File: src/hdl/rvmd_pkg.sv
// Shared types and constants for the multiply/divide unit.
// No dependencies; every other file of the unit uses this package.
package rvmd_pkg;

   localparam int XLEN_MAX          = 64;
   localparam int CMD_W             = 4;
   localparam int QUEUE_DEPTH_DEF   = 4;
   localparam int DIV_STAGES        = XLEN_MAX;   // one quotient bit per stage
   localparam int MUL_STAGE         = 2;          // chain stage that takes the product

   localparam logic [XLEN_MAX-1:0] MASK_W32 = 64'h0000_0000_FFFF_FFFF;
   localparam logic [XLEN_MAX-1:0] MASK_W64 = 64'hFFFF_FFFF_FFFF_FFFF;
   localparam logic [XLEN_MAX-1:0] SMIN_W32 = 64'h0000_0000_8000_0000;
   localparam logic [XLEN_MAX-1:0] SMIN_W64 = 64'h8000_0000_0000_0000;

   typedef enum logic [CMD_W-1:0] {
      CMD_MUL    = 4'd0,
      CMD_MULH   = 4'd1,
      CMD_MULHSU = 4'd2,
      CMD_MULHU  = 4'd3,
      CMD_DIV    = 4'd4,
      CMD_DIVU   = 4'd5,
      CMD_REM    = 4'd6,
      CMD_REMU   = 4'd7,
      CMD_MULW   = 4'd8,
      CMD_DIVW   = 4'd9,
      CMD_DIVUW  = 4'd10,
      CMD_REMW   = 4'd11,
      CMD_REMUW  = 4'd12
   } cmd_type;

   typedef enum logic [1:0] {
      KIND_FIXED = 2'd0,   // result known at decode (illegal, divide special cases)
      KIND_MUL   = 2'd1,
      KIND_DIV   = 2'd2
   } kind_type;

   // Classified request travelling from the front end to the execution back end.
   typedef struct packed {
      kind_type              kind;
      logic                  want_rem;
      logic                  neg_res;
      logic                  op32;
      logic                  sext;
      logic                  mul_hi;
      logic                  corr_a;
      logic                  corr_b;
      logic                  illegal;
      logic [XLEN_MAX-1:0]   opa;
      logic [XLEN_MAX-1:0]   opb;
   } item_type;

   typedef struct packed {
      logic full;
      logic empty;
   } queue_stat_type;

   typedef struct packed {
      logic last_valid;
      logic advance;
   } back_stat_type;

endpackage

File: src/hdl/rvmd_front.sv
// Front end of the multiply/divide unit: accepts requests and classifies them.
// Depends on rvmd_pkg.
module rvmd_front (
   input  logic                             req_tvalid,
   output logic                             req_tready,
   input  logic [rvmd_pkg::CMD_W-1:0]       command,
   input  logic [rvmd_pkg::XLEN_MAX-1:0]    operand_first,
   input  logic [rvmd_pkg::XLEN_MAX-1:0]    operand_second,
   input  logic                             width_is_64,
   input  rvmd_pkg::queue_stat_type         q_stat,
   output logic                             push,
   output rvmd_pkg::item_type               item
);

   logic                            word;
   logic                            op32;
   logic                            is_signed;
   logic                            is_div;
   logic [rvmd_pkg::XLEN_MAX-1:0]   aw;
   logic [rvmd_pkg::XLEN_MAX-1:0]   bw;
   logic [rvmd_pkg::XLEN_MAX-1:0]   mask_val;
   logic [rvmd_pkg::XLEN_MAX-1:0]   smin_val;
   logic                            asgn;
   logic                            bsgn;
   rvmd_pkg::cmd_type               cmd;

   assign req_tready = !q_stat.full;
   assign push       = req_tvalid && req_tready;

   always_comb begin
      cmd       = rvmd_pkg::cmd_type'(command);
      word      = (command >= rvmd_pkg::CMD_MULW) && (command <= rvmd_pkg::CMD_REMUW);
      op32      = !width_is_64 || word;
      mask_val  = op32 ? rvmd_pkg::MASK_W32 : rvmd_pkg::MASK_W64;
      smin_val  = op32 ? rvmd_pkg::SMIN_W32 : rvmd_pkg::SMIN_W64;
      aw        = operand_first & mask_val;
      bw        = operand_second & mask_val;
      asgn      = op32 ? aw[31] : aw[63];
      bsgn      = op32 ? bw[31] : bw[63];
      is_signed = 1'b0;
      is_div    = 1'b0;

      item          = '0;
      item.kind     = rvmd_pkg::KIND_MUL;
      item.op32     = op32;
      item.sext     = word;
      item.opa      = aw;
      item.opb      = bw;

      case (cmd)
         rvmd_pkg::CMD_MUL, rvmd_pkg::CMD_MULW: begin
            item.mul_hi = 1'b0;
         end
         rvmd_pkg::CMD_MULH: begin
            item.mul_hi = 1'b1;
            item.corr_a = asgn;
            item.corr_b = bsgn;
         end
         rvmd_pkg::CMD_MULHSU: begin
            item.mul_hi = 1'b1;
            item.corr_a = asgn;
         end
         rvmd_pkg::CMD_MULHU: begin
            item.mul_hi = 1'b1;
         end
         rvmd_pkg::CMD_DIV, rvmd_pkg::CMD_DIVW: begin
            is_div    = 1'b1;
            is_signed = 1'b1;
         end
         rvmd_pkg::CMD_DIVU, rvmd_pkg::CMD_DIVUW: begin
            is_div    = 1'b1;
         end
         rvmd_pkg::CMD_REM, rvmd_pkg::CMD_REMW: begin
            is_div        = 1'b1;
            is_signed     = 1'b1;
            item.want_rem = 1'b1;
         end
         rvmd_pkg::CMD_REMU, rvmd_pkg::CMD_REMUW: begin
            is_div        = 1'b1;
            item.want_rem = 1'b1;
         end
         default: begin
            item.illegal = 1'b1;
         end
      endcase

      if (is_div) begin
         if (bw == '0) begin
            item.kind = rvmd_pkg::KIND_FIXED;
            item.opa  = item.want_rem ? aw : mask_val;
         end else if (is_signed && (aw == smin_val) && (bw == mask_val)) begin
            item.kind = rvmd_pkg::KIND_FIXED;
            item.opa  = item.want_rem ? '0 : aw;
         end else begin
            item.kind    = rvmd_pkg::KIND_DIV;
            item.opa     = (is_signed && asgn) ? ((~aw + 64'd1) & mask_val) : aw;
            item.opb     = (is_signed && bsgn) ? ((~bw + 64'd1) & mask_val) : bw;
            item.neg_res = is_signed && (item.want_rem ? asgn : (asgn ^ bsgn));
         end
      end

      // word form in 32-bit mode is illegal as well
      if (word && !width_is_64) begin
         item.illegal = 1'b1;
      end
      if (item.illegal) begin
         item      = '0;
         item.kind = rvmd_pkg::KIND_FIXED;
         item.illegal = 1'b1;
      end
   end

endmodule

File: config.mk
export PLATFORM = sky130hd
export DESIGN_NAME = rvmd_front
export DESIGN_NICKNAME = d
export VERILOG_FILES = /design/src/hdl/rvmd_pkg.sv /design/src/hdl/rvmd_front.sv
export SDC_FILE = /design/constraint.sdc
export NUM_CORES = 1
export LEC_CHECK = 0
export ABC_AREA = 0
export BUFFER_PORTS_ARGS = -buffer_cell sky130_fd_sc_hd__clkbuf_2
export CAP_MARGIN = 5
export CORE_ASPECT_RATIO = 0.75
export CORE_MARGIN = 4
export CORE_UTILIZATION = 49
export DETAILED_ROUTE_END_ITERATION = 16
export GPL_TIMING_DRIVEN = 0
export PLACE_DENSITY = 0.85
export SLEW_MARGIN = 40
export SYNTH_ARGS = -nofsm -noshare
export SYNTH_HDL_FRONTEND = slang
export SYNTH_SLANG_ARGS = --single-unit
File: constraint.sdc
create_clock -name vclk -period 3
set_input_delay 0 -clock vclk [all_inputs]
set_output_delay 0 -clock vclk [all_outputs]
set_load 0.01 [all_outputs]
==> run metrics <==
actual slew at the worst max-slew pin approximately 0.83 ns; Worst EP arrival ~3.0 ns; Max transition margin around 44%; outcome finished, violations left; final RePlAce weighted congestion approximately 1.1; initial antenna violation count 0; hold_buf cts 0; Tot GR Track Use between 30% and 40%; FF+latch area 0 um2; f_max between 300 and 400 MHz; worst-case hold path end point req_tready; Post-Synth XOR/XNOR Area between 10% and 20%; Pwr Density between 150 and 200 nW/um2; via count between 9000 and 10000; Die X-Extent between 100 and 150 um; mux contribution to synthesized area ~1.1%; first-pass GRT wire length just over 40000 um; WS Path Type in -> out; Seq cells 0; n_diodes 0; CP startpoint kind input port; Wirelength per Cell slightly above 20 um; most common cell after layout, fill and taps aside clkbuf_2; Initial Util between 50% and 60%; HP Class in -> out; die height between 100 and 150 um; mean post-synth cell area a little under 6 um2; synthesized area between 5000 and 6000 um2; # rows 33; WHS Path Cells 3; final antenna-violating net count 0; ranking of synthesized cells by area nor2_1 9.3%, xor2_1 8.2%, a21oi_1 7.6%; design area between 7000 and 8000 um2; Vias/cell between 6 and 7; P_leak 2.97 nW; Post-Syn Nets ~1100; worst vdd ir 0.0000987 V; Initial DRT Pass Iterations 6; placed instance area between 7000 and 8000 um2; top-area cell type share of the netlist area a little under a tenth; share of the yosys chip area belonging to registers 0%; CP Capture Type output port; most frequent cells in the layout 275 x clkbuf_2, 133 x nor2_1, 82 x a21oi_1; min-delay src q_stat[1]; Simple-Gate Fraction of Synth Area between 40% and 50%; final-layout clock buffer total 0; final worst-path setup slack -0.0265 ns; Mapped Cells between 900 and 1000; Max FO, Critical Path 7; largest family of logic cells by synthesized area simple AND/OR/NAND/NOR gates; layout cells sized above 1 just under 30%; worst slack at placement -0.222 ns; # setup viols final 1; compound-gate portion of the synthesized area 35.0%; HPWL after DPL around 22000 um; initial DRC count roughly 1200; fin crit period about 3.0 ns; post-synthesis cell type count 81; Fin. Hold Viols 0; core area around 11000 um2; remaining routing DRC violations 0; leading area contributor after synthesis nor2_1; vias in the first global route ~7800; die area roughly 13000 um2; final net count 1368; synth-to-layout area growth 32.9%; Final Total Pwr approximately 1.2 mW; RSZ-0062 raised after global routing yes; largest net degree at the start of global routing 11; Ports about 280; critical path data required time roughly 3.0 ns; final number of max-transition violations 0; GRT overflow 0; Routed WL 27600 um; Tcrit/Tclk final 101%; Synth Area in Adders less than 1%; maxcap violations 0; IO buf count roughly 270; failing checks setup timing; YS warnings 0
## Yosys cell counts (7+ instances only)
cell type and count:
a211oi_1 19, a21o_1 9, a21oi_1 84, a311oi_1 11
a31oi_1 9, a32o_1 7, buf_2 11, clkbuf_1 53
inv_1 18, nand2_1 76, nand2b_1 10, nand3_1 49
nand3b_1 7, nand4_1 27, nor2_1 137, nor3_1 57
nor4_1 28, o211ai_1 27, o21ai_0 77, o41ai_1 7
or2_2 8, or3_1 38, or4_1 10, xnor2_1 15
xor2_1 52
## worst max path at each step
| stage | start | to |
|---|---|---|
| floorplan | operand_first[1] | item[125] |
| global placement | operand_first[5] | item[121] |
| detailed placement | operand_first[5] | item[121] |
| CTS | operand_second[11] | item[86] |
| global route | operand_first[20] | item[68] |
| finish | operand_first[5] | item[127] |
## cells by family (layout without fill, tap and decap cells)
| kind of cell | count (synthesis) | in the layout |
|---|---|---|
| AND/OR/NAND/NOR | 491 | 491 |
| buffers and inverters | 85 | 361 |
| adder cells (fa/ha/maj) | 3 | 3 |
| AO/OA/AOI/OAI | 299 | 299 |
| multiplexers | 6 | 6 |
| XOR/XNOR | 67 | 67 |
## routing by layer
metal | share of wire [%] | GRT usage, % | vias up
li1 | - | - | 4159
met1 | 39 | 55.6 | 4078
met2 | 42 | 58.1 | 823
met3 | 16 | 7.66 | 70
met4 | 2.6 | 9.88 | 0
met5 | 0 | 0 | -
## power by group
group	leakage, nW	internal, mW	switching [mW]
sequential	0	0	0
clock	0	0	0
combinational	2.97	0.432	0.793
## stage by stage
step / utilization [%] / TNS [ns] / instances / hold WS (ns)
floorplan: - / 0 / 951 / 0.0435
global placement: 64.1 / -2.99 / 1358 / 0.227
finish: 67.0 / -0.0265 / 1367 / 0.235
global route: 67.0 / -0.123 / 1367 / 0.271
detailed placement: 64.2 / -2.53 / 1358 / 0.236
CTS: 64.9 / 0 / 1359 / 0.236
## repair_timing
item                                    4_1_cts  5_1_grt
hold endpoints to repair                      0        0
pin swaps                                     1        6
endpoints found under the setup margin       40      113
buffers inserted                              1       10
gates resized for setup                      12       49
gates cloned                                  0        0
## worst max-delay path, cell delays in order
cell      delay (ns)
clkbuf_2        0.12
or3_1           0.53
nor4_4          0.46
nand4_1         0.16
buf_4           0.20
nor2_1          0.29
o21ai_0         0.23
a21oi_1         0.24
a211oi_2        0.10
o32ai_1         0.47
clkbuf_2        0.23
## final cells by class
type	count	area (um2)
Buffer	65	287
Fill cell	1070	3630
Inverter	18	67.6
Multi-Input combinational cell	866	5410
Tap cell	140	175
Timing Repair Buffer	278	1420
Note: power is estimated with default switching activity, not from simulation.
