## config.mk

```make
export PLATFORM = sky130hd
export DESIGN_NAME = rvmd_queue
export DESIGN_NICKNAME = d
export VERILOG_FILES = /design/src/hdl/rvmd_pkg.sv /design/src/hdl/rvmd_queue.sv
export SDC_FILE = /design/constraint.sdc
export NUM_CORES = 1
export LEC_CHECK = 0
export BUFFER_PORTS_ARGS = -buffer_cell sky130_fd_sc_hd__buf_4
export CAP_MARGIN = 20
export CORE_ASPECT_RATIO = 1.5
export CORE_MARGIN = 2
export CORE_UTILIZATION = 57
export DETAILED_ROUTE_END_ITERATION = 8
export PLACE_DENSITY = 0.82
export RECOVER_POWER = 25
export SETUP_SLACK_MARGIN = 0.2
export SYNTH_ARGS = -nofsm -noshare
export SYNTH_HDL_FRONTEND = slang
export SYNTH_SLANG_ARGS = --single-unit
export TNS_END_PERCENT = 50
```

## constraint.sdc

```tcl
create_clock -name clock -period 5.29 [get_ports clock]
set_clock_uncertainty 0.2 [all_clocks]
set_input_delay 1.058 -clock clock [delete_from_list [all_inputs] [get_ports clock]]
set_output_delay 1.058 -clock clock [all_outputs]
set_load 0.01 [all_outputs]
```

## src/hdl/rvmd_pkg.sv

```systemverilog
// Shared types and constants for the multiply/divide unit.
// No dependencies; every other file of the unit uses this package.
package rvmd_pkg;

   localparam int XLEN_MAX          = 64;
   localparam int CMD_W             = 4;
   localparam int QUEUE_DEPTH_DEF   = 4;
   localparam int DIV_STAGES        = XLEN_MAX;   // one quotient bit per stage
   localparam int MUL_STAGE         = 2;          // chain stage that takes the product

   localparam logic [XLEN_MAX-1:0] MASK_W32 = 64'h0000_0000_FFFF_FFFF;
   localparam logic [XLEN_MAX-1:0] MASK_W64 = 64'hFFFF_FFFF_FFFF_FFFF;
   localparam logic [XLEN_MAX-1:0] SMIN_W32 = 64'h0000_0000_8000_0000;
   localparam logic [XLEN_MAX-1:0] SMIN_W64 = 64'h8000_0000_0000_0000;

   typedef enum logic [CMD_W-1:0] {
      CMD_MUL    = 4'd0,
      CMD_MULH   = 4'd1,
      CMD_MULHSU = 4'd2,
      CMD_MULHU  = 4'd3,
      CMD_DIV    = 4'd4,
      CMD_DIVU   = 4'd5,
      CMD_REM    = 4'd6,
      CMD_REMU   = 4'd7,
      CMD_MULW   = 4'd8,
      CMD_DIVW   = 4'd9,
      CMD_DIVUW  = 4'd10,
      CMD_REMW   = 4'd11,
      CMD_REMUW  = 4'd12
   } cmd_type;

   typedef enum logic [1:0] {
      KIND_FIXED = 2'd0,   // result known at decode (illegal, divide special cases)
      KIND_MUL   = 2'd1,
      KIND_DIV   = 2'd2
   } kind_type;

   // Classified request travelling from the front end to the execution back end.
   typedef struct packed {
      kind_type              kind;
      logic                  want_rem;
      logic                  neg_res;
      logic                  op32;
      logic                  sext;
      logic                  mul_hi;
      logic                  corr_a;
      logic                  corr_b;
      logic                  illegal;
      logic [XLEN_MAX-1:0]   opa;
      logic [XLEN_MAX-1:0]   opb;
   } item_type;

   typedef struct packed {
      logic full;
      logic empty;
   } queue_stat_type;

   typedef struct packed {
      logic last_valid;
      logic advance;
   } back_stat_type;

endpackage

```

## src/hdl/rvmd_queue.sv

```systemverilog
// Short request queue between front end and back end.
// Depends on rvmd_pkg.
module rvmd_queue #(
   parameter int DEPTH = rvmd_pkg::QUEUE_DEPTH_DEF
) (
   input  logic                     clock,
   input  logic                     reset,
   input  logic                     push,
   input  rvmd_pkg::item_type       push_item,
   input  logic                     pop,
   output rvmd_pkg::item_type       head_item,
   output rvmd_pkg::queue_stat_type q_stat
);

   localparam int PTR_W = (DEPTH > 1) ? $clog2(DEPTH) : 1;
   localparam int CNT_W = $clog2(DEPTH + 1);

   rvmd_pkg::item_type  mem_ff [DEPTH];
   logic [PTR_W-1:0]    wr_ptr_ff, wr_ptr_in;
   logic [PTR_W-1:0]    rd_ptr_ff, rd_ptr_in;
   logic [CNT_W-1:0]    count_ff, count_in;
   logic                do_push, do_pop;

   assign q_stat.full  = (count_ff == CNT_W'(DEPTH));
   assign q_stat.empty = (count_ff == '0);
   assign head_item    = mem_ff[rd_ptr_ff];
   assign do_push      = push && !q_stat.full;
   assign do_pop       = pop && !q_stat.empty;

   always_comb begin
      wr_ptr_in = wr_ptr_ff;
      rd_ptr_in = rd_ptr_ff;
      count_in  = count_ff;
      if (do_push) begin
         wr_ptr_in = (wr_ptr_ff == PTR_W'(DEPTH - 1)) ? '0 : wr_ptr_ff + 1'b1;
      end
      if (do_pop) begin
         rd_ptr_in = (rd_ptr_ff == PTR_W'(DEPTH - 1)) ? '0 : rd_ptr_ff + 1'b1;
      end
      if (do_push && !do_pop) begin
         count_in = count_ff + 1'b1;
      end else if (do_pop && !do_push) begin
         count_in = count_ff - 1'b1;
      end
   end

   always_ff @(posedge clock) begin
      if (reset) begin
         wr_ptr_ff <= '0;
         rd_ptr_ff <= '0;
         count_ff  <= '0;
      end else begin
         wr_ptr_ff <= wr_ptr_in;
         rd_ptr_ff <= rd_ptr_in;
         count_ff  <= count_in;
      end
      if (do_push) begin
         mem_ff[wr_ptr_ff] <= push_item;
      end
   end

endmodule

```

==> results of run 1 <==
==> per-stage QoR <==
stage               hold slack [ps]  setup WS [ps]  power (mW)  cell area [sq um]
floorplan                     263.4          295.4       7.197              20500
global placement              269.0           1827       8.181              23080
detailed placement            283.3           1843       8.255              23080
CTS                           310.7           1158       11.72              24650
global route                  365.4           1094       11.99              24350
finish                        307.8           1318       11.54              24350
==> cell type report <==
class                      instances  area, sq um  share of cell area [%]
tap                              478        598.1                   2.456
clock buffer                      58         1303                   5.349
timing repair buffer             298         1993                   8.185
antenna                            8        20.02                 0.08221
sequential                       561        16760                   68.84
multi-input combinational        172         3391                   13.92
clock inverter                    28        265.3                   1.089
inverter                           5        18.77                 0.07707
==> kinds of logic (layout without fill, tap and decap cells) <==
kind of cell | Yosys count | after routing | share of synthesized area [%]
muxes | 140 | 140 | 15.26
and+or+nand+nor | 16 | 16 | 0.4150
buffers and inverters | 38 | 389 | 1.819
DFF | 561 | 561 | 81.74
other | 0 | 8 | 0
AOI/OAI and AO/OA | 7 | 7 | 0.2197
adders and majority gates | 7 | 7 | 0.4639
xor gates and xnor gates | 2 | 2 | 0.08546
==> state kept, by name (all words and copies together), names as in the netlist, named ones only <==
name and cells:
wr_ptr_ff 2, count_ff 3, rd_ptr_ff 2, mem_ff 552
==> metal layers <==
layer | routed length [microns] | share of wire, % | GRT usage [%]
met2 | 21070 | 54 | 36.85
met5 | 26 | 0.066 | 0
met3 | 2389 | 6.1 | 4.660
met4 | 1642 | 4.2 | 9.925
met1 | 14220 | 36 | 25.37
==> power by group <==
part	internal, mW	leakage (nW)	switching (mW)
Combinational	1.32	2.02	1.19
Sequential	5.38	5.13	0.207
Clock	1.96	0.752	1.50
Total	8.65	7.91	2.89
==> cells in the mapped netlist (all sizes together) (3+ instances only) <==
master,instances
a21oi,3
and3,4
buf,30
clkbuf,3
dfxtp,9
edfxtp,552
ha,6
inv,5
mux4,138
nor2,4
==> final timing paths <==
path / startpoint / end / slack [ps] / cells past startpoint
worst max register to register: count_ff[0] / mem_ff[3][35] / 2590 / 3
worst min register to register: rd_ptr_ff[0] / flop / 310 / 2
worst max-delay path: flop / head_item[55] / 1320 / 3
worst min-delay path: rd_ptr_ff[0] / flop / 310 / 2
==> worst min-delay path, cell delays in order (launching register included) <==
cell	delay, ps
dfxtp_1	330
nand2_1	60
a21oi_1	70
==> impl_metrics.ini, run 1 <==
[cells_and_area]
fillers = 2201
utilization_pct = 68.35
layout_common_cells = 552 x edfxtp_1, 207 x buf_4, 138 x mux4_2
layout_commonest_cell = edfxtp_1
final_nets = 1236
layout-drive-gt1-share_pct = 38.32
syn_to_final_growth_pct = 18.79
instances_no_fill = 1608

[yosys]
yosys-top-cells-area = edfxtp_1 81%, mux4_2 15%, buf_12 1.1%
netlist_area_sq_um = 20500
yosysWarningCount = 0
syn_avg_cell_area_sq_um = 26.59
yosysTopAreaCellShare_pct = 80.86
ys.flop_type = edfxtp_1
synth_nets = 920
synth_cell_type_count = 25
async_flop_share_pct = 0
synth_edf_count = 552
synth.ff_latch_count = 561
yosysSeqAreaShare_pct = 81.74
synth_area_leader_cell = edfxtp_1
synthCells = 771

[worst_setup_path]
cp_top_family = flip-flops
cp_cell_sequence = buf_4 -> mux4_2 -> buf_4
crit_slowest_cell = dfxtp_4
worst-path-max-fanout = 43
crit_arrival_ps = 2710
cp_num_buf_inv = 2
max_stage_delay_ps = 920
crit_type = reg2out
end_kind = primary output
critPathRequiredTime_ps = 4030
critPathMostFrequentCell = buf_4
crit_path_start_kind = flop

[route]
num_vias = 9210
vias_per_cell = 5.728
drt_wl_total_mm = 39.35
drc_errors = 0
ant_nets = 0
drt_iter0_drc = 671
wl_per_cell_microns = 24.47
firstDrtPassIters = 5

[global_routing]
grt_pass1_wl_mm = 59.21
grt_usage_pct = 21.17
grt_pass1_vias = 9805
grt_max_degree = 91
antenna_found_initial = 9
grt_overflow_total = 0

[clock_network]
root_buffer = clkbuf_16
cts_buffers = 49
insertion_delay_ps = 560
clockBufferDepth = 3
cts_tree = built
clk_pin_slew_ps = 70
cts_setup_buffers = 0
cts_resized = 0
htree_levels = 2
cts_sinks = 561
postCtsHoldBufs = 0

[sta]
worst_slew_pin_slew_ps = 931.4
setup_tns_ps = 0
fin_crit_ps = 3972
min_period_over_period_pct = 75.09
maxSlewHeadroom_pct = 37.91
setup_viol_count_final = 0
rsz0062_at_grt = no
drv_slew = 0
hold_violations = 0
max_freq_ghz = 0.2517

[floorplan]
die_width_microns = 158.8
fp-row-count = 85
start_util_pct = 57.54
io_pins = 282
coreArea_sq_um = 35630
die_h_microns = 236.3
fp.dieArea_sq_um = 37530

[placed_design]
placed_cells = 1514
dpl.hpwl_mm = 23.88
gp_congestion = 0.7511
io_buffers = 281

[status]
status = finished clean

[power]
worst_ir_drop_vdd_uv = 389.1
p_leak_nw = 7.908
p_per_area_nw_per_um2 = 474.1

[flow_run]
cap_violations = 0

[min_path]
hp-class = reg2reg
No activity file was read; power rests on OpenSTA's default activity.
==> run 2: changes to the inputs <==
--- a/config.mk
+++ b/config.mk
@@ -9,9 +9,9 @@
 export CAP_MARGIN = 20
 export CORE_ASPECT_RATIO = 1.5
 export CORE_MARGIN = 2
-export CORE_UTILIZATION = 57
+export CORE_UTILIZATION = 51
 export DETAILED_ROUTE_END_ITERATION = 8
-export PLACE_DENSITY = 0.82
+export PLACE_DENSITY = 0.78
 export RECOVER_POWER = 25
 export SETUP_SLACK_MARGIN = 0.2
 export SYNTH_ARGS = -nofsm -noshare
==> constraint.sdc (replaced) <==
create_clock -name clock -period 3.5 [get_ports clock]
set_clock_uncertainty 0.2 [all_clocks]
set_input_delay 0.7 -clock clock [delete_from_list [all_inputs] [get_ports clock]]
set_output_delay 0.7 -clock clock [all_outputs]
set_load 0.01 [all_outputs]
==> run 2 against run 1 <==
  * Via count shrank 1.6%
  * Highest routed layer unchanged
  * Clock power grew 51%
  * Global-route usage shrank 3.2 points
  * Largest cell class unchanged
  * Utilization shrank 7.1 points
==> impl_metrics.ini, run 2 (synthesis results as in run 1) <==
[status]
status = finished clean

[worst_setup_path]
cp_top_family = multiplexers
critPathRequiredTime_ps = 2600
worst-path-max-fanout = 47
r2r-start = count_ff[0]
crit_arrival_ps = 2150
cp_cell_sequence = buf_12 -> mux4_2 -> buf_4
end_kind = primary output
cp_num_buf_inv = 2
crit_path_start_kind = flop
crit_type = reg2out
max_stage_delay_ps = 600
crit_slowest_cell = mux4_2

[cells_and_area]
fillers = 2733
reg_top3 = mem_ff x552, count_ff x3
final_nets = 1238
layout_common_cells = 552 x edfxtp_1, 193 x buf_4, 138 x mux4_2
largest-register = mem_ff
utilization_pct = 61.22
multi_input_area_sq_um = 3391
instances_no_fill = 1641
layout-drive-gt1-share_pct = 37.60
layout_commonest_cell = edfxtp_1
largest_register_ffs = 552
syn_to_final_growth_pct = 19.38
area.sequential_sq_um = 16760

[global_routing]
grt_pass1_wl_mm = 56.59
antenna_found_initial = 13
grt_usage_pct = 18.01
grt_pass1_vias = 9578
grt_max_degree = 65
grt_overflow_total = 0

[placed_design]
dpl.hpwl_mm = 22.87
gp_congestion = 0.7976
placed_cells = 1542
io_buffers = 281

[clock_network]
cts_setup_buffers = 0
clockBufferDepth = 3
postCtsHoldBufs = 0
htree_levels = 2
cts_resized = 0
root_buffer = clkbuf_16
cts_buffers = 51
clk_pin_slew_ps = 60
cts_tree = built
insertion_delay_ps = 550
cts_sinks = 561

[floorplan]
fp.dieArea_sq_um = 41850
start_util_pct = 51.28
die_width_microns = 167.7
fp-row-count = 90
coreArea_sq_um = 39980
die_h_microns = 249.5
io_pins = 282

[route]
drc_errors = 0
firstDrtPassIters = 5
ant_nets = 0
drt_iter0_drc = 646
wl_per_cell_microns = 23.11
num_vias = 9062
vias_per_cell = 5.522
drt_wl_total_mm = 37.92

[sta]
hold_violations = 0
min_period_over_period_pct = 87.16
hold_ws_ps = 143.3
rsz0062_at_grt = no
drv_slew = 0
setup_viol_count_final = 0
fin_crit_ps = 3051
max_freq_ghz = 0.3278
worst_slew_pin_slew_ps = 731.9
maxSlewHeadroom_pct = 51.21

[power]
p_per_area_nw_per_um2 = 711.9
internal_power_mw = 13.10
comb_power_share_pct = 22.3
seq_power_share_pct = 47.7
p_total_mw = 17.42
p_leak_nw = 7.932
switchingPower_mw = 4.324
worst_ir_drop_vdd_uv = 655.8
p_sw_share_pct = 24.82
pwr-share-clk_pct = 30.0

[min_path]
worstHoldStart = push_item[124]
hp-class = in2reg

[flow_run]
cap_violations = 0
[run 2: changes by cell type in the layout (fill, tap and decap cells not counted), sizes merged]
cell | before | now
bufinv | 4 | 3
clkbuf | 143 | 153
buf | 213 | 207
inv | 7 | 5
clkinvlp | 5 | 1
clkinv | 17 | 23
diode | 8 | 10
[run 2: power by group through the flow]
| stage | Sequential, mW | Combinational [mW] | Clock (mW) |
|---|---|---|---|
| after floorplan | 8.42 | 2.43 | 0 |
| after global placement | 8.41 | 4.01 | 0 |
| after detailed placement | 8.46 | 4.02 | 0 |
| after CTS | 8.32 | 4.04 | 5.35 |
| after global routing | 8.36 | 4.16 | 5.58 |
| final | 8.31 | 3.89 | 5.22 |
[run 2: layout make-up]
type	instances	area share (%)
inverter	5	0.07669
timing repair buffer	298	8.461
tap	506	2.587
clock buffer	62	5.557
clock inverter	27	0.8640
multi-input combinational	172	13.85
sequential	561	68.50
antenna	10	0.1022
[run 2: metrics by stage]
step / worst slack (ps) / setup TNS, ps / cell area, sq um
global route: 326.9 / 0 / 24470
detailed placement: 920.1 / 0 / 23220
CTS: 378.2 / 0 / 24790
global placement: 948.5 / 0 / 23220
floorplan: -1121 / -309360 / 20500
finish: 449.4 / 0 / 24470
[run 2: metal layers]
| metal | track usage, % | share of wire (%) |
|---|---|---|
| met5 | 0 | 0.087 |
| met4 | 9.242 | 4.6 |
| met3 | 4.567 | 6.0 |
| met2 | 30.47 | 52 |
| met1 | 21.52 | 37 |
[run 2: path summary, 6_finish.rpt]
| kind | end | slack (ps) | cells past startpoint |
|---|---|---|---|
| max | head_item[121] | 450 | 3 |
| min | mem_ff[2][124] | 140 | 1 |
| max reg2reg | count_ff[2] | 990 | 9 |
| min reg2reg | flop | 300 | 2 |
